===== src/sv/rbq_mem.sv =====
`default_nettype none

module rbq_mem #(
  parameter int unsigned DEPTH = 64,
  parameter int unsigned WIDTH = 64,
  parameter int unsigned AW    = 6
) (
  input  wire logic             clk_i,
  input  wire logic             we_i,
  input  wire logic [AW-1:0]    waddr_i,
  input  wire logic [WIDTH-1:0] wdata_i,
  input  wire logic             re_i,
  input  wire logic [AW-1:0]    raddr_i,
  output logic      [WIDTH-1:0] rdata_o
);

  logic [WIDTH-1:0] mem [DEPTH];

  always_ff @(posedge clk_i) begin
    if (we_i) begin
      mem[waddr_i] <= wdata_i;
    end
  end

  // registered read, updated only when re_i is high
  always_ff @(posedge clk_i) begin
    if (re_i) begin
      rdata_o <= mem[raddr_i];
    end
  end

endmodule

`default_nettype wire


===== config.mk =====
export PLATFORM = sky130hd
export DESIGN_NAME = rbq_mem
export DESIGN_NICKNAME = d
export VERILOG_FILES = /design/src/sv/rbq_mem.sv
export SDC_FILE = /design/constraint.sdc
export NUM_CORES = 2
export LEC_CHECK = 0
export ABC_CLOCK_PERIOD_IN_PS = 8400
export BUFFER_PORTS_ARGS = -buffer_cell sky130_fd_sc_hd__buf_2
export CAP_MARGIN = 20
export CORE_MARGIN = 2
export CORE_UTILIZATION = 60
export CTS_CLUSTER_DIAMETER = 120
export CTS_CLUSTER_SIZE = 25
export DETAILED_ROUTE_END_ITERATION = 8
export PLACE_DENSITY = 0.73
export SYNTH_ARGS = -nofsm -noshare
export SYNTH_HDL_FRONTEND = slang
export SYNTH_SLANG_ARGS = --single-unit

===== constraint.sdc =====
create_clock -name clk_i -period 8.4 [get_ports clk_i]
set_input_delay 0.42 -clock clk_i [delete_from_list [all_inputs] [get_ports clk_i]]
set_output_delay 0.42 -clock clk_i [all_outputs]
set_load 0.1 [all_outputs]

# --- Word-level counts from Yosys, hierarchy flattened ---
# Memories as Yosys holds them, arrays and structs flattened. A register that Yosys moved wholly into a read port is not among the register bits.
# Cells that the tools add are included.
totals:
  register_bits: 0
  mem_bits_rw: 4096
  in_bits: 79
  out_inout_bits: 64
  elab_cells: 3
  n_memories: 1
memory_table:
  columns: ["name", "depth", "width", "rd", "rd_clocked_by_memory_dff", "wr", "line", "rtl"]
  rows:
  - ["mem", 64, 64, 1, 1, 1, "17", "logic [WIDTH-1:0] mem [DEPTH];"]
op_classes:
  muxes: 2
op_table:
  columns: ["cell", "n"]
  rows:
  - ["2-to-1 mux 1 bit", 2]

# --- Depth between registers and ports, before layout ---
depth:
  depth_word: 2
  depth_mapped: 9
  ltp_nobuf: 5

# --- Worst setup path before layout ---
# No wires, ideal clock.
synth_path:
  path_type: "input -> register"
  startpoint: "input port waddr_i[3]"
  endpoint: "memory mem[48][0], enable pin"
  setup_ps: 564
  arrival_ps: 5292
  t_required_ps: 7836
  setup_slack_ps: 2544
  cell_stages: 4
  n_path_buf: 1
  path_cell_list: "clkbuf_1 -> nor2b_1 -> nand4b_1 -> nor3_1"
synth_rtl:
  columns: ["item", "line", "rtl"]
  rows:
  - ["start, declared", "10", "input wire logic [AW-1:0] waddr_i,"]
  - ["end, declared", "17", null]
# No word-level cell before the write port.

==> summary.md <==
| Metric | Value |
|---|---|
| Crit end category | flop |
| DR pass1 iterations | 6 |
| Most common cell after layout, fill and taps aside | edfxtp_1 |
| Worst r2r src | mem[60][1]$_DFFE_PP_ |
| Pre-CTS WS | 3.88 ns |
| Most frequent cells in the layout | 4160 x edfxtp_1, 1024 x mux4_2, 191 x clkbuf_16 |
| Initial antenna violation count | 23 |
| CTS tree | built |
| Placed Instance Area | 0.163 sq mm |
| # fillers | 16.2k |
| Post-route setup TNS | 0 ns |
| DRT iter0 DRCs | 12.6k |
| FF-to-FF End | rdata_o[1]$_DFFE_PP_ |
| # rows | 187 |
| Sequential share of power | 65.4% |
| Gpl congestion | 0.820 |
| DRC | 0 |
| Worst endpoint required time | 9.00 ns |
| Initial core utilization | 60.4% |
| GRT met1 Usage | 44.1% |
| CP Launch Type | primary input |
| Post-Synth XOR/XNOR Area | 0% |
| Vias | 75.0k |
| Yosys top cell by area | edfxtp_1 |
| Slew Limit Headroom | 19.7% |
| Reg-to-reg slack, setup | 6.13 ns |
| Core area | 0.260 sq mm |
| Sw Pwr | 0.00750 W |
| Post-route setup slack | 4.93 ns |
| CTS Hold Buffers Added | 0 |
| Vias in the first global route | 73.6k |
| Worst-margin pin slew | 1.20 ns |
| Final count of negative-setup-slack endpoints | 0 |
| Multi-input logic area | 0.0308 sq mm |
| Fmax | 0.288 GHz |
| M3 GR Usage | 6.17% |
| Top cell type's share of synthesized area | 79.6% |
| Tcrit/Tclk final | 41.3% |
| Setup repair bufs after CTS | 0 |
| PostCTS Resize Cnt | 0 |
| Leakage power | 51.1 nW |
| Post-route cell area | 0.168 sq mm |
| Htree depth | 4 |
| Unique masters post-synth | 32 |
| Setup Skew | 0.0337 ns |
| Clk slew on worst S/H paths | 0.09 ns |
| Sink Count | 4160 |
| Pin count of the biggest net entering global routing | 132 |
| Register area share after synthesis | 79.6% |
| Synth Area in Compound Gates | 2.47% |
| Synth top area cells | edfxtp_1 80%, mux4_2 15%, mux2i_1 0.86%, a22oi_1 0.80%, buf_2 0.54% |
| Worst Path Arrival | 4.07 ns |
| Synthesized area | 0.157 sq mm |
| Clk pwr share | 28.6% |
| Mux cell area share after synthesis | 15.6% |
| Synth Net Count | 6677 |
| Syn Inst Count | 6598 |
| Combinational Power Share | 6.1% |
| GR peak layer | met2 |
| Crit-path max FO | 95 |
| First-pass GRT wire length | 566 mm |
| #FFs+latches synth | 4160 |
| Sw Share | 21.2% |
| Power per cell area | 210 mW/mm^2 |
| VDD IR max | 0.260 mV |
| Clock root buffer master | clkbuf_16 |
| Largest family of logic cells by synthesized area | multiplexers |
| Internal power | 0.0278 W |
| GR Overflow Total | 0 |
| Post-Layout Cell Count | 10.3k |
| Final Util | 64.7% |
| Routed WL | 406 mm |
| Syn-to-layout area delta | 7.21% |
| Die W | 516 microns |
| Syn_area_per_cell | 23.8 sq um |
| Clock Latency Late Sink | 0.90 ns |
| Number of port buffers | 142 |
| Synth warnings | 0 |
| FF+latch area | 0.125 sq mm |
| Post-layout minimum cycle time | 3.47 ns |
| GR Util All Layers | 30.8% |
| R2R depth | 6 |
| Hold WC Path Type | in2reg |
| Fraction of layout cells with a size suffix above 1 | 25.0% |
| Max Transition Viols Final | 0 |
| CP startpoint | raddr_i[0] |
| Full die area | 0.266 sq mm |
| Final hold violation count | 0 |
| Chip height | 516 microns |
| HP Start | wdata_i[44] |
| WS Path Type | in2reg |
| Routed len/inst | 39.2 microns |
| Max cap viols | 0 |
| Cts bufs inserted | 185 |
| Crit path capture | rdata_o[22]$_DFFE_PP_ |
| Global routing usage on met2 | 48.4% |
| Post-synthesis simple-gate area fraction | 1.23% |
| Synth Area in Adders | 0% |
| Max clock buf depth | 3 |
| Placed cell count | 10.1k |
| DRT antenna net count | 0 |
| Status | completed |
| RSZ-0062 raised after global routing | no |
| Final net count | 6885 |
| DP HPWL | 216 mm |
| Drt via density | 7.26 |
| Boundary pin count | 143 |
registers in the layout (all words and copies together) (netlist names):
signal   flops
rdata_o     64
mem       4096
kinds of logic after synthesis:
family / count (synthesis)
buf+inv: 389
compound gates: 504
mux: 1159
simple gates: 386
flops: 4160
synthesized netlist by cell type (all sizes together):
cell type,instances
inv,19
nor2b,28
a31oi,18
a22o,88
nand2,58
a41oi,26
clkbuf,140
nand3b,2
a31o,1
o22ai,83
nand4b,1
nand4,2
or2,28
or3b,1
nor3,2
a211oi,63
nand3,45
or3,29
and3,64
a22oi,168
and2,3
mux4,1024
nor2,112
edfxtp,4160
o221ai,38
a2bb2oi,19
mux2i,135
nand2b,11
buf,230
final cells by class:
| cell class | count | share of cell area, % |
|---|---|---|
| antenna | 17 | 0.0253 |
| clock buffer | 191 | 2.84 |
| clock inverter | 12 | 0.0795 |
| inverter | 19 | 0.0424 |
| multi-input combinational | 2049 | 18.3 |
| sequential | 4160 | 74.2 |
| tap | 3496 | 2.60 |
| timing repair buffer | 391 | 1.91 |
worst max-delay path, stage by stage:
cell and delay (ns):
buf_12 0.53, buf_12 0.41, buf_12 0.51, buf_4 0.51, mux4_2 0.57, mux2i_1 0.17
o22ai_1 0.10, a31oi_1 0.48, a211oi_1 0.09
power groups by stage:
stage                     Combinational [W]  Sequential (W)  Clock [W]
after global placement              0.00206          0.0235          0
final                               0.00215          0.0231     0.0101
after floorplan                     0.00107          0.0237          0
after detailed placement            0.00211          0.0236          0
after global routing                0.00225          0.0231     0.0108
after CTS                           0.00211          0.0231     0.0102
how the worst min path moves through the flow:
stage / endpoint / slack, ns / cells past startpoint
after CTS: rdata_o[13]$_DFFE_PP_ / 0.07 / 1
after detailed placement: rdata_o[32]$_DFFE_PP_ / 0.91 / 4
after floorplan: mem[0][0]$_DFFE_PP_ / 0.52 / 0
after global routing: mem[43][44]$_DFFE_PP_ / 0.05 / 1
after global placement: rdata_o[44]$_DFFE_PP_ / 0.89 / 4
final: mem[43][44]$_DFFE_PP_ / 0.06 / 1
metal layers:
| layer | routed length (microns) | vias up | part of all wire (%) |
|---|---|---|---|
| li1 | - | 28604 | - |
| met2 | 196000 | 5430 | 48 |
| met1 | 145000 | 40291 | 36 |
| met3 | 49400 | 669 | 12 |
| met5 | 36 | - | 0.0089 |
| met4 | 14900 | 8 | 3.7 |
stage by stage:
step / power, W / hold WS, ns
2_1_floorplan: 0.0248 / 0.519
3_3_place_gp: 0.0256 / 0.894
6_report: 0.0353 / 0.0623
4_1_cts: 0.0353 / 0.0710
5_1_grt: 0.0361 / 0.0483
3_5_place_dp: 0.0257 / 0.911
No activity file was read; power rests on OpenSTA's default activity.
