[src/sv/rbq_pkg.sv]
`default_nettype none

package rbq_pkg;

  // Fixed port widths
  localparam int unsigned OP_W   = 2;
  localparam int unsigned DATA_W = 64;
  localparam int unsigned IDX_W  = 6;
  localparam int unsigned CNT_W  = 7;

  // Operation codes
  localparam logic [OP_W-1:0] OP_PUSH = 2'd0;
  localparam logic [OP_W-1:0] OP_POP  = 2'd1;
  localparam logic [OP_W-1:0] OP_GET  = 2'd2;

  // Status reported with every result
  typedef struct packed {
    logic [CNT_W-1:0] count;
    logic             is_empty;
    logic             is_full;
    logic             dropped;
  } rbq_status_t;

endpackage

`default_nettype wire

[src/sv/rbq_ctrl.sv]
`default_nettype none

module rbq_ctrl #(
  parameter int unsigned CAPACITY = 64,
  parameter int unsigned PW       = 6,
  parameter int unsigned FW       = 7
) (
  input  wire logic                      clk_i,
  input  wire logic                      rst_ni,
  input  wire logic                      accept_i,
  input  wire logic [rbq_pkg::OP_W-1:0]  op_i,
  input  wire logic [rbq_pkg::IDX_W-1:0] index_i,
  output logic                           we_o,
  output logic      [PW-1:0]             waddr_o,
  output logic                           re_o,
  output logic      [PW-1:0]             raddr_o,
  output logic                           valid_o,
  output logic                           use_rdata_o,
  output rbq_pkg::rbq_status_t           status_o
);

  import rbq_pkg::*;

  localparam logic [PW-1:0] LAST_PTR = PW'(CAPACITY - 1);
  localparam logic [FW-1:0] FULL_CNT = FW'(CAPACITY);
  localparam logic [PW:0]   CAP_EXT  = (PW+1)'(CAPACITY);

  // index mod CAPACITY by restoring subtraction of shifted constants
  function automatic logic [PW-1:0] idx_mod(input logic [IDX_W-1:0] idx);
    int unsigned rem;
    rem = 32'(idx);
    for (int k = IDX_W - 1; k >= 0; k--) begin
      if (rem >= (CAPACITY << k)) begin
        rem = rem - (CAPACITY << k);
      end
    end
    return PW'(rem);
  endfunction

  function automatic logic [PW-1:0] ptr_next(input logic [PW-1:0] p);
    return (p == LAST_PTR) ? '0 : p + PW'(1);
  endfunction

  logic [PW-1:0] head_q, head_d;
  logic [PW-1:0] tail_q, tail_d;
  logic [FW-1:0] fill_q, fill_d;
  logic          valid_q, use_q, use_d;
  logic          dropped;
  logic [PW:0]   get_sum;
  logic [PW-1:0] get_addr;
  rbq_status_t   status_q, status_d;

  always_comb begin
    get_sum  = {1'b0, head_q} + {1'b0, idx_mod(index_i)};
    get_addr = (get_sum >= CAP_EXT) ? PW'(get_sum - CAP_EXT) : get_sum[PW-1:0];
  end

  always_comb begin
    head_d  = head_q;
    tail_d  = tail_q;
    fill_d  = fill_q;
    use_d   = 1'b0;
    dropped = 1'b0;
    we_o    = 1'b0;
    re_o    = 1'b0;
    raddr_o = head_q;
    if (accept_i) begin
      unique case (op_i)
        OP_PUSH: begin
          if (fill_q == FULL_CNT) begin
            dropped = 1'b1;
          end else begin
            we_o   = 1'b1;
            tail_d = ptr_next(tail_q);
            fill_d = fill_q + FW'(1);
          end
        end
        OP_POP: begin
          if (fill_q != '0) begin
            re_o   = 1'b1;
            use_d  = 1'b1;
            head_d = ptr_next(head_q);
            fill_d = fill_q - FW'(1);
          end
        end
        OP_GET: begin
          re_o    = 1'b1;
          use_d   = 1'b1;
          raddr_o = get_addr;
        end
        default: ;
      endcase
    end
  end

  assign waddr_o = tail_q;

  always_comb begin
    status_d.count    = CNT_W'(fill_d);
    status_d.is_empty = (fill_d == '0);
    status_d.is_full  = (fill_d == FULL_CNT);
    status_d.dropped  = dropped;
  end

  always_ff @(posedge clk_i or negedge rst_ni) begin
    if (!rst_ni) begin
      head_q  <= '0;
      tail_q  <= '0;
      fill_q  <= '0;
      valid_q <= 1'b0;
      use_q   <= 1'b0;
    end else begin
      head_q  <= head_d;
      tail_q  <= tail_d;
      fill_q  <= fill_d;
      valid_q <= accept_i;
      use_q   <= use_d;
    end
  end

  always_ff @(posedge clk_i) begin
    if (accept_i) begin
      status_q <= status_d;
    end
  end

  assign valid_o     = valid_q;
  assign use_rdata_o = use_q;
  assign status_o    = status_q;

endmodule

`default_nettype wire

[config.mk]
export PLATFORM = sky130hd
export DESIGN_NAME = rbq_ctrl
export DESIGN_NICKNAME = d
export VERILOG_FILES = /design/src/sv/rbq_pkg.sv /design/src/sv/rbq_ctrl.sv
export SDC_FILE = /design/constraint.sdc
export NUM_CORES = 1
export LEC_CHECK = 0
export ABC_AREA = 1
export BUFFER_PORTS_ARGS = -buffer_cell sky130_fd_sc_hd__buf_2
export CORE_MARGIN = 8
export CORE_UTILIZATION = 55
export CTS_BUF_LIST = sky130_fd_sc_hd__clkbuf_16
export DETAILED_ROUTE_END_ITERATION = 7
export PLACE_DENSITY = 0.77
export SLEW_MARGIN = 20
export SYNTH_ARGS = -nofsm -noshare
export SYNTH_HDL_FRONTEND = slang
export SYNTH_SLANG_ARGS = --single-unit
[constraint.sdc]
create_clock -name clk_i -period 2 [get_ports clk_i]
set_input_delay 0.2 -clock clk_i [delete_from_list [all_inputs] [get_ports clk_i]]
set_output_delay 0.2 -clock clk_i [all_outputs]
set_load 0.1 [all_outputs]
# Word level (Yosys, flattened, before mapping)
# Cells that the tools add are included.
totals:
  in_bits: 11
  word_cells: 44
  ram_bits: 0
  out_inout_bits: 26
  regBits: 31
  mem_bits_ro: 0
  memories: 0
  latchBits: 0
op_classes:
  n_lt_le_gt_ge: 1
  bitwise: 1
  reduce_logical: 5
  multipliers: 0
  n_addsub: 6
  div_mod_pow: 0
  n_shift: 0
  eq_ne: 6
  mux: 16
ops:
  columns: ["cell", "n"]
  rows:
  - ["$mux W6", 5]
  - ["$mux W7", 3]
  - ["$eq A7 B7 Y1 const B", 2]
  - ["$pmux W7 S2", 1]
  - ["$add A6 B1 Y6 const B", 2]
  - ["$eq A6 B6 Y1 const B", 2]
  - ["$add A6 B6 Y7", 1]
  - ["$add A7 B1 Y7 const B", 1]
  - ["$ge A7 B7 Y1 const B", 1]
  - ["$logic_not A7 Y1", 1]
  - ["$reduce_bool A7 Y1", 1]
  - ["$sub A7 B1 Y7 const B", 1]
  - ["$mux W1", 6]
  - ["$reduce_and A3 Y1", 2]
  - ["$sub A6 B1 Y6 const B", 1]
  - ["$eq A2 B1 Y1 const B", 1]
  - ["$eq A2 B2 Y1 const B", 1]
  - ["$logic_not A2 Y1", 1]
  - ["$pmux W1 S2", 1]
  - ["$not A1 Y1", 1]

# Depth between registers and ports, before layout
# Gate-level depths: netlist (run 1).
depth:
  ltp_word: 5
  mapped_depth: 13
  depth_no_buf: 12

# Worst setup path before layout (run 1)
# No wires, ideal clock.
synth_path:
  path_kind: "reg-to-reg"
  start: "reg fill_q[0]"
  end: "reg use_q, in the netlist use_rdata_o"
  required_time_ns: 1.638
  setup_ns: 0.362
  setup_slack_ns: -1.759
  path_buffers: 0
  arrival_time_ns: 3.397
  path_stages_with_launch: 8
  period_less_slack_ns: 3.759
  cell_sequence: "dfrtp_1 -> inv_1 -> ha_1 -> nand2_1 -> nor2_4 -> nand2_2 -> nand3_1 -> a21boi_0"
synth_via:
  elab_chain_cells: 4
synth_lines:
  columns: ["item", "line_no", "source"]
  rows:
  - ["start, declared", "rbq_ctrl.sv:46", "logic [FW-1:0] fill_q, fill_d;"]
  - ["start signal, assigned", "rbq_ctrl.sv:115", "fill_q <= fill_d;"]
  - ["$reduce_bool A7 Y1", "rbq_ctrl.sv:79", "if (fill_q != '0) begin"]
  - ["$mux W1", null, null]
  - ["$pmux W1 S2", null, null]
  - ["$mux W1", null, null]
  - ["via re_o", "rbq_ctrl.sv:15", "output logic re_o,"]
  - ["end signal, assigned", "rbq_ctrl.sv:117", "use_q <= use_d;"]
  - ["end, declared", "rbq_ctrl.sv:47", "logic valid_q, use_q, use_d;"]
# The timed path passes the listed nets, and every way through them passes these cells.
# A chain may end at the register's enable or synchronous reset.

# Worst setup path after layout (run 1)
layout_path:
  start: "reg head_q[2]"
  end: "out raddr_o[5]"
layout_via:
  elab_chain_cells: 5
  word_cells_on_any_way: 6
  cone_classes: "add/sub: 2; order compare: 1; mux: 3"
layout_lines:
  columns: ["item", "line_no", "source"]
  rows:
  - ["start, declared", "rbq_ctrl.sv:44", "logic [PW-1:0] head_q, head_d;"]
  - ["start signal, assigned", "rbq_ctrl.sv:107", "head_q <= '0;"]
  - ["start signal, assigned", "rbq_ctrl.sv:113", "head_q <= head_d;"]
  - ["$add A6 B6 Y7 (*)", "rbq_ctrl.sv:54", "get_sum = {1'b0, head_q} + {1'b0, idx_mod(index_i)};"]
  - ["$sub A6 B1 Y6 / $ge A7 B7 Y1 (equally long branches)", "rbq_ctrl.sv:55", "get_addr = (get_sum >= CAP_EXT) ? PW'(get_sum - CAP_EXT) : get_sum[PW-1:0];"]
  - ["$mux W6 (*)", "rbq_ctrl.sv:55", null]
  - ["$mux W6 (*)", "rbq_ctrl.sv:68", "unique case (op_i)"]
  - ["$mux W6 (*)", "rbq_ctrl.sv:67", "if (accept_i) begin"]
  - ["end, declared", "rbq_ctrl.sv:16", "output logic [PW-1:0] raddr_o,"]
# Every way passes the cells marked *; elsewhere a longest branch is shown, timed or not.

==> flow_metrics.env, run 1 <==
export IMPL_status="finished, violations left"
export IMPL_violations="setup timing"
export IMPL_critical_path_required_ps=1800
export IMPL_crit_path_end_kind="primary output"
export IMPL_finalMaxSlewViolations=0
export IMPL_grt_max_degree=22
export IMPL_async_reset_ff_share_pct=67.7
export IMPL_synth_edf_count=10
export IMPL_grt_overflow_total=0
export IMPL_peakVddDrop_uv=980
export IMPL_io_pins=37
export IMPL_grt_total_usage_pct=19.1
export IMPL_drt_pass1_iterations=5
export IMPL_syn_nets=274
export IMPL_synth_flop_cell="dfrtp_1"
export IMPL_drv_cap=0
export IMPL_powerDensity_nw_per_um2=1660
export IMPL_relSlewSlack_pct=66.9
export IMPL_nNetsFinal=339
export IMPL_critPathLaunchType="register"
export IMPL_ys_ff_latch=31
export IMPL_grt_pass1_vias=1818
export IMPL_grt_pass1_wl_um=8240
export IMPL_place_hpwl_um=3510
export IMPL_dp_cells=339
export IMPL_synth_top_area_share_pct=26.8
export IMPL_finalHoldViolations=0
export IMPL_fin_crit_sh_pct=110
export IMPL_viasPerCell=5.45
export IMPL_drc=0
export IMPL_die_y_um=75.7
export IMPL_syn_inst=250
export IMPL_synth_area_leaders="dfrtp_1 (27%), edfxtp_1 (15%), nand2_1 (13%)"
export IMPL_drive_above_1_share_pct=35.8
export IMPL_htreeDepth=2
export IMPL_num_vias=1974
export IMPL_clock_skew_ps=7.27
export IMPL_setup_viol=3
export IMPL_synthesis_area_sq_um=1960
export IMPL_cp_arrival_ps=2010
export IMPL_clock_sink_count=31
export IMPL_synth_top_cell_by_area="dfrtp_1"
export IMPL_fmax_ghz=0.453
export IMPL_synth_seq_area_share_pct=42.1
export IMPL_ctsLongestPathBuffers=2
export IMPL_tightest_slew_ps=500
export IMPL_finalPower_mw=4.73
export IMPL_synth_most_common_cell="nand2_1"
export IMPL_routed_wl_um=5600
export IMPL_num_rows=21
export IMPL_start_util_pct=57.9
export IMPL_period_needed_ps=2210
export IMPL_tritoncts="done"
export IMPL_drt_initial_drc_count=165
export IMPL_ant_nets=0
export IMPL_cts_root_buf="clkbuf_16"
export IMPL_critPathKind="register to primary output"
export IMPL_fin_ws_ps=-207
export IMPL_io_buffers=36
export IMPL_fin_cells=362
export IMPL_hp_class="input port to register"
export IMPL_power_leakage_nw=1.37
export IMPL_core_sq_um=3390
export IMPL_antenna_found_initial=0
export IMPL_synth_warnings=0
export IMPL_area_growth_pct=45.1
export IMPL_syn_avg_cell_area_sq_um=7.85
export IMPL_clk_latency_ps=280
export IMPL_fp_dieW_um=75.7
export IMPL_r2r_slack_ps=150
export IMPL_synth_common_cells="nand2_1 (66), inv_1 (34), nand3_1 (25)"
export IMPL_routedWlPerCell_um=15.5
export IMPL_antennaDiodeCount=0
export IMPL_numCtsBuffers=5
export IMPL_grt_setup_unrepaired="true"
export IMPL_ys_types=33
export IMPL_routabilityCongestion=0.883
export IMPL_worstPathMaxFanout=5
export IMPL_fp_dieArea_sq_um=5740
export IMPL_clkTransAtPathRegs_ps=50
==> worst max-delay path: stages, from the launching register on <==
cell and delay, ps:
dfrtp_1 420, ha_4 260, nand2_2 80, nand2_2 70
nand2_1 90, nand3_2 100, or2_4 260, nand2_4 80
xor2_4 170, buf_12 190
==> state kept, by name, indices dropped and copies added (netlist names) <==
name,count
status_o,10
fill_q,7
head_q,6
waddr_o,6
use_rdata_o,1
valid_o,1
==> cell usage in the layout (no fill, tap or decap), drive strengths merged, types with 4 or more instances in the layout <==
cell type and count:
xor2 4, nand3 26, nand4 5, a21oi 12
inv 35, o21ai 11, edfxtp 10, buf 60
nor2 27, nand2 69, dfrtp 21, ha 12
clkbuf 5
==> timing repair <==
item,CTS,global route
endpoints found under the hold margin,21,0
endpoints found under the setup margin,3,8
resized for setup,8,12
buffers inserted,10,4
pin swaps,3,6
hold buffers,1,0
==> worst paths after layout <==
check | start | endpoint | depth (start not counted)
setup / recovery | head_q[2]$_DFFE_PN0P_ | raddr_o[5] | 9
hold / removal | accept_i | status_o[6]$_DFFE_PP_ | 1
setup reg to reg | fill_q[0]$_DFF_PN0_ | head_q[3]$_DFFE_PN0P_ | 11
hold reg to reg | waddr_o[0]$_DFFE_PN0P_ | waddr_o[0]$_DFFE_PN0P_ | 1
max in group asynchronous | rst_ni | fill_q[2]$_DFF_PN0_ | 2
min in group asynchronous | rst_ni | fill_q[5]$_DFF_PN0_ | 2
==> final cells by class <==
| class | count | area, sq um |
|---|---|---|
| Fill cell | 191 | 542 |
| Tap cell | 46 | 57.6 |
| Multi-Input combinational cell | 180 | 1160 |
| Clock inverter | 3 | 38.8 |
| Timing Repair Buffer | 61 | 494 |
| Inverter | 36 | 141 |
| Sequential cell | 31 | 827 |
| Clock buffer | 5 | 125 |
==> layer usage <==
metal	track usage [%]	wire length [um]	vias to the layer above
li1	-	-	942
met1	23.9	2240	916
met2	30.9	2750	103
met3	4.61	501	13
met4	7.25	110	0
met5	0	0	-
==> metrics by stage <==
stage | cell area [sq um] | setup TNS, ps | utilization, % | hold slack, ps | worst slack [ps]
2_1_floorplan | 2110 | 0 | - | -95.6 | 5.11
3_3_place_gp | 2520 | 0 | 74.5 | 194 | 75.1
3_5_place_dp | 2520 | 0 | 74.5 | 198 | 6.32
4_1_cts | 2790 | -318 | 82.4 | 282 | -130
5_1_grt | 2850 | -706 | 84.0 | 307 | -275
6_report | 2850 | -451 | 84.0 | 294 | -207
==> power breakdown <==
group / leakage [nW] / switching (mW) / internal [mW] / total, mW
Combinational: 0.941 / 1.91 / 0.960 / 2.87
Sequential: 0.351 / 0.179 / 0.845 / 1.02
Clock: 0.0812 / 0.261 / 0.579 / 0.840
Total: 1.37 / 2.35 / 2.38 / 4.73
==> logic make-up (layout without fill, tap and decap cells) <==
logic type      Yosys count  in the layout  share of synthesized area (%)
mux                       1              1                          0.510
flops                    31             31                           42.1
fa+ha+maj                13             13                           8.67
xor+xnor                  7              7                           3.12
simple gates            132            132                           29.4
compound gates           27             27                           7.97
buf+inv                  39            105                           8.22
Power figures use the tool's default switching activity.
==> inputs of run 2 (changes only) <==
- ABC_CLOCK_PERIOD_IN_PS: default -> 2000
- CORE_MARGIN: 8 -> default
==> run 2 against run 1 <==
Compared with the run above:
- the flow still finishes with violations (setup timing)
- non-clock buffer count increased by 3
- utilization increased by 1.3 points
- wire length decreased by 1.8%
- cell area increased by 1.6%
- cell count increased by 0.83%
- sequential power about the same
- combinational power increased by 4%
- flip-flop and latch count unchanged
- clock skew decreased by 2.8 ps
==> flow_metrics.env, run 2 (synthesis results as in run 1) <==
export IMPL_final_common_cell="nand2_1"
export IMPL_critical_path_required_ps=1800
export IMPL_die_y_um=61.7
export IMPL_grt_use_met2_pct=47.5
export IMPL_clkTransAtPathRegs_ps=50
export IMPL_grt_pass1_vias=1751
export IMPL_cts_root_buf="clkbuf_16"
export IMPL_ant_nets=0
export IMPL_drt_pass1_iterations=4
export IMPL_critPathLaunchType="register"
export IMPL_worst_path_largest_cell_delay_ps=430
export IMPL_grt_setup_unrepaired="true"
export IMPL_fin_cells=365
export IMPL_r2r_slack_ps=130
export IMPL_crit_chain="ha_4 > nand2_4 > inv_2 > nand4_1 > nand3_2 > or2_4 > nand2_4 > xor2_4 > buf_12"
export IMPL_place_hpwl_um=3430
export IMPL_grt_total_usage_pct=30.1
export IMPL_drv_cap=0
export IMPL_peakVddDrop_uv=936
export IMPL_clk_latency_ps=280
export IMPL_grt_max_degree=22
export IMPL_hold_path_end="status_o[6]$_DFFE_PP_"
export IMPL_start_util_pct=57.9
export IMPL_holdWs_ps=273
export IMPL_fp_dieW_um=61.7
export IMPL_grt_overflow_total=0
export IMPL_use_met3_pct=9.73
export IMPL_fp_dieArea_sq_um=3810
export IMPL_largest_register_ffs=10
export IMPL_routed_wl_um=5500
export IMPL_powerDensity_nw_per_um2=1680
export IMPL_drc=0
export IMPL_cp_arrival_ps=2010
export IMPL_use_met1_pct=37.7
export IMPL_crit_top_cell="nand2_4"
export IMPL_finalPower_mw=4.85
export IMPL_violations="setup timing"
export IMPL_tritoncts="done"
export IMPL_rr_startpoint="fill_q[0]$_DFF_PN0_"
export IMPL_area_growth_pct=47.4
export IMPL_num_vias=1949
export IMPL_crit_buf_inv=2
export IMPL_hold_path_startpoint="accept_i"
export IMPL_core_sq_um=3390
export IMPL_num_rows=21
export IMPL_clock_skew_ps=4.48
export IMPL_setup_viol=4
export IMPL_cpLargestDelayFamily="simple AND/OR/NAND/NOR gates"
export IMPL_most_common_layout_cells="nand2_1 (57), inv_1 (28), buf_2 (28), buf_4 (26), nand3_1 (23)"
export IMPL_viasPerCell=5.34
export IMPL_finalHoldViolations=0
export IMPL_ctsLongestPathBuffers=2
export IMPL_relSlewSlack_pct=67.0
export IMPL_critPathKind="register to primary output"
export IMPL_io_pins=37
export IMPL_fin_crit_sh_pct=110
export IMPL_antennaDiodeCount=0
export IMPL_fmax_ghz=0.453
export IMPL_power_leakage_nw=1.40
export IMPL_busiest_layer="met2"
export IMPL_clock_sink_count=31
export IMPL_grt_pass1_wl_um=7940
export IMPL_numCtsBuffers=5
export IMPL_antenna_found_initial=0
export IMPL_whs_path_depth=1
export IMPL_routabilityCongestion=0.870
export IMPL_dp_cells=339
export IMPL_period_needed_ps=2210
export IMPL_r2r_end="head_q[5]$_DFFE_PN0P_"
export IMPL_htreeDepth=2
export IMPL_routedWlPerCell_um=15.1
export IMPL_io_buffers=36
export IMPL_final_util_pct=85.3
export IMPL_nNetsFinal=342
export IMPL_tightest_slew_ps=498
export IMPL_status="finished, violations left"
export IMPL_drt_initial_drc_count=165
export IMPL_hp_class="input port to register"
export IMPL_worstPathMaxFanout=3
export IMPL_placed_area_sq_um=2520
export IMPL_fin_ws_ps=-209
export IMPL_crit_path_end_kind="primary output"
export IMPL_r2r_cells=11
export IMPL_finalMaxSlewViolations=0
export IMPL_crit_path_top_delay_cell="dfrtp_1"
export IMPL_drive_above_1_share_pct=37.0
export IMPL_final_area_sq_um=2890
[run 2: per-stage QoR]
step / setup TNS, ps / setup slack [ps]
after floorplan: 0 / 5.11
after global placement: 0 / 73.6
after detailed placement: -25.9 / -25.9
after CTS: -340 / -134
after global routing: -817 / -248
final: -566 / -209
[run 2: final cells by class]
type	instances	area (sq um)
multi-input cells	180	1190
flip-flops and latches	31	827
repair buffers	64	517
fillers	177	497
inverters	36	141
clock buffers	5	125
well taps	46	57.6
clock inverters	3	38.8
[run 2: worst max-delay path by stage]
stage / startpoint / end / slack [ps] / cells past startpoint
final: head_q[3]$_DFFE_PN0P_ / raddr_o[5] / -210 / 9
after global routing: head_q[0]$_DFFE_PN0P_ / raddr_o[4] / -250 / 11
after CTS: head_q[0]$_DFFE_PN0P_ / raddr_o[4] / -130 / 11
after floorplan: fill_q[0]$_DFF_PN0_ / waddr_o[2]$_DFFE_PN0P_ / 5 / 9
after global placement: head_q[0]$_DFFE_PN0P_ / raddr_o[4] / 70 / 11
after detailed placement: head_q[0]$_DFFE_PN0P_ / raddr_o[4] / -30 / 11
[run 2: per-layer routing]
metal,vias to the layer above,wire (um)
met5,-,0
met4,0,148
met3,16,339
met2,82,2710
met1,903,2300
li1,948,-
[run 2: what timing repair did]
item | in CTS | in global routing
buffers inserted | 10 | 7
hold endpoints to repair | 21 | 0
setup endpoints to repair | 5 | 8
pin swaps | 6 | 12
hold buffers | 1 | 0
gates resized for setup | 9 | 14
[run 2: report_power, final]
| part | leakage [nW] | total [mW] | switching (mW) | internal (mW) |
|---|---|---|---|---|
| registers | 0.351 | 1.02 | 0.177 | 0.845 |
| clock network | 0.0812 | 0.853 | 0.273 | 0.580 |
| logic | 0.963 | 2.98 | 1.97 | 1.01 |
==> inputs of run 3 (changes only) <==
- GPL_TIMING_DRIVEN: default -> 0
==> run 3 against run 2 <==
Compared with the run above:
- the flow still finishes with violations (setup timing)
- die area unchanged
- sequential share of layout area up 1.6 points
- fmax is 4.2% lower
- register-to-register slack got worse by 20 ps
- clock power down 13%
- clock skew is 1.9 ps higher
- wire length shrank 9.3%
- critical path type unchanged
- largest cell class unchanged
- cell count shrank 3.8%
- combinational power is 7.0% lower
- worst hold slack worse by 1.1 ps
- critical endpoint is now raddr_o[4]
- critical path depth is 2 higher
- non-clock buffer count down 14
==> flow_metrics.env, run 3 (synthesis results as in run 1) <==
export IMPL_status="finished, violations left"
export IMPL_violations="setup timing"
export IMPL_die_y_um=61.7
export IMPL_grt_pass1_wl_um=7100
export IMPL_hold_path_startpoint="accept_i"
export IMPL_crit_path_end_kind="primary output"
export IMPL_combPwrFrac_pct=61.1
export IMPL_antenna_found_initial=0
export IMPL_worstPathMaxFanout=3
export IMPL_relSlewSlack_pct=66.4
export IMPL_routabilityCongestion=0.819
export IMPL_critical_path_required_ps=1800
export IMPL_start_util_pct=57.9
export IMPL_finalHoldViolations=0
export IMPL_critPathLaunchType="register"
export IMPL_critPathLaunch="head_q[0]$_DFFE_PN0P_"
export IMPL_final_util_pct=81.3
export IMPL_area_growth_pct=40.4
export IMPL_dp_cells=332
export IMPL_num_rows=21
export IMPL_power_leakage_nw=1.29
export IMPL_finalMaxSlewViolations=0
export IMPL_grt_pass1_vias=1681
export IMPL_switching_power_mw=2.34
export IMPL_fp_dieW_um=61.7
export IMPL_clock_sink_count=31
export IMPL_clk_latency_ps=280
export IMPL_ant_nets=0
export IMPL_ctsLongestPathBuffers=2
export IMPL_peakVddDrop_uv=1170
export IMPL_setup_viol=5
export IMPL_fp_dieArea_sq_um=3810
export IMPL_nNetsFinal=328
export IMPL_holdWs_ps=272
export IMPL_io_pins=37
export IMPL_tightest_slew_ps=504
export IMPL_cts_root_buf="clkbuf_16"
export IMPL_drv_cap=0
export IMPL_grt_total_usage_pct=26.3
export IMPL_internal_power_mw=2.18
export IMPL_final_common_cell="nand2_1"
export IMPL_powerDensity_nw_per_um2=1640
export IMPL_drc=0
export IMPL_drive_above_1_share_pct=34.8
export IMPL_tritoncts="done"
export IMPL_htreeDepth=2
export IMPL_place_hpwl_um=3060
export IMPL_fmax_ghz=0.434
export IMPL_grt_setup_unrepaired="true"
export IMPL_numCtsBuffers=5
export IMPL_critPathKind="register to primary output"
export IMPL_final_area_sq_um=2760
export IMPL_antennaDiodeCount=0
export IMPL_placed_area_sq_um=2350
export IMPL_drt_initial_drc_count=95
export IMPL_pre_cts_ws_ps=-145
export IMPL_largest_register_ffs=10
export IMPL_core_sq_um=3390
export IMPL_fin_ws_ps=-305
export IMPL_pwr_share_seq_pct=22.6
export IMPL_fin_cells=351
export IMPL_rr_startpoint="fill_q[1]$_DFF_PN0_"
export IMPL_grt_overflow_total=0
export IMPL_hp_class="input port to register"
export IMPL_io_buffers=36
export IMPL_fin_crit_sh_pct=115
export IMPL_period_needed_ps=2310
export IMPL_routed_wl_um=4990
export IMPL_viasPerCell=5.34
export IMPL_routedWlPerCell_um=14.2
export IMPL_most_common_layout_cells="nand2_1 (57), buf_2 (29), inv_1 (28), nand3_1 (23), nor2_1 (22)"
export IMPL_cp_arrival_ps=2110
export IMPL_grt_max_degree=22
export IMPL_num_vias=1875
export IMPL_clock_skew_ps=6.41
export IMPL_clkTransAtPathRegs_ps=50
export IMPL_drt_pass1_iterations=4
export IMPL_swShare_pct=51.7
export IMPL_p_clk_share_pct=16.3
-- run 3: power groups by stage --
stage          Combinational (mW)  Clock [mW]  Sequential [mW]
2_1_floorplan                1.41           0             1.52
3_3_place_gp                 2.23           0             1.03
3_5_place_dp                 2.26           0             1.03
4_1_cts                      2.54       0.742             1.02
5_1_grt                      2.95       0.769             1.05
6_report                     2.77       0.738             1.02
-- run 3: per-layer routing --
layer | up-vias | GRT usage [%] | share of wire, %
li1 | 918 | - | -
met2 | 66 | 45.0 | 47
met4 | 0 | 9.52 | 2.1
met3 | 9 | 7.87 | 5.4
met5 | - | 0 | 0
met1 | 882 | 31.6 | 45
-- run 3: area by class of cell --
| type | count | area (sq um) |
|---|---|---|
| Timing Repair Buffer | 47 | 372 |
| Multi-Input combinational cell | 180 | 1180 |
| Clock inverter | 3 | 20.0 |
| Clock buffer | 5 | 125 |
| Tap cell | 46 | 57.6 |
| Buffer | 3 | 23.8 |
| Fill cell | 224 | 633 |
| Sequential cell | 31 | 832 |
| Inverter | 36 | 148 |
-- run 3: final timing paths --
check / depth (start not counted) / slack, ps / end
hold reg to reg: 1 / 520 / waddr_o[2]$_DFFE_PN0P_
min in group asynchronous: 2 / 430 / fill_q[5]$_DFF_PN0_
hold / removal: 1 / 270 / valid_o$_DFF_PN0_
max in group asynchronous: 2 / 1200 / fill_q[1]$_DFF_PN0_
setup / recovery: 11 / -310 / raddr_o[4]
setup reg to reg: 12 / 110 / status_o[2]$_DFFE_PP_
-- run 3: per-stage QoR --
step	TNS (ps)	power (mW)
finish	-632	4.53
global route	-971	4.76
CTS	-440	4.29
detailed placement	-355	3.29
global placement	-323	3.26
floorplan	0	2.94
-- run 3: critical path, cell delays in order (launching register included) --
cell	delay (ps)
dfrtp_1	390
ha_4	160
inv_2	40
fa_2	330
inv_2	70
nand2_2	70
nand2_2	100
a21oi_2	60
xnor2_1	130
o21ai_1	220
inv_2	70
buf_12	170
-- run 3: repair_timing --
action / 4_1_cts / 5_1_grt
hold buffers: 1 / 0
pin swaps: 5 / 8
setup buffers: 7 / 6
setup endpoints to repair: 8 / 10
resized for setup: 35 / 19
hold endpoints to repair: 21 / 0
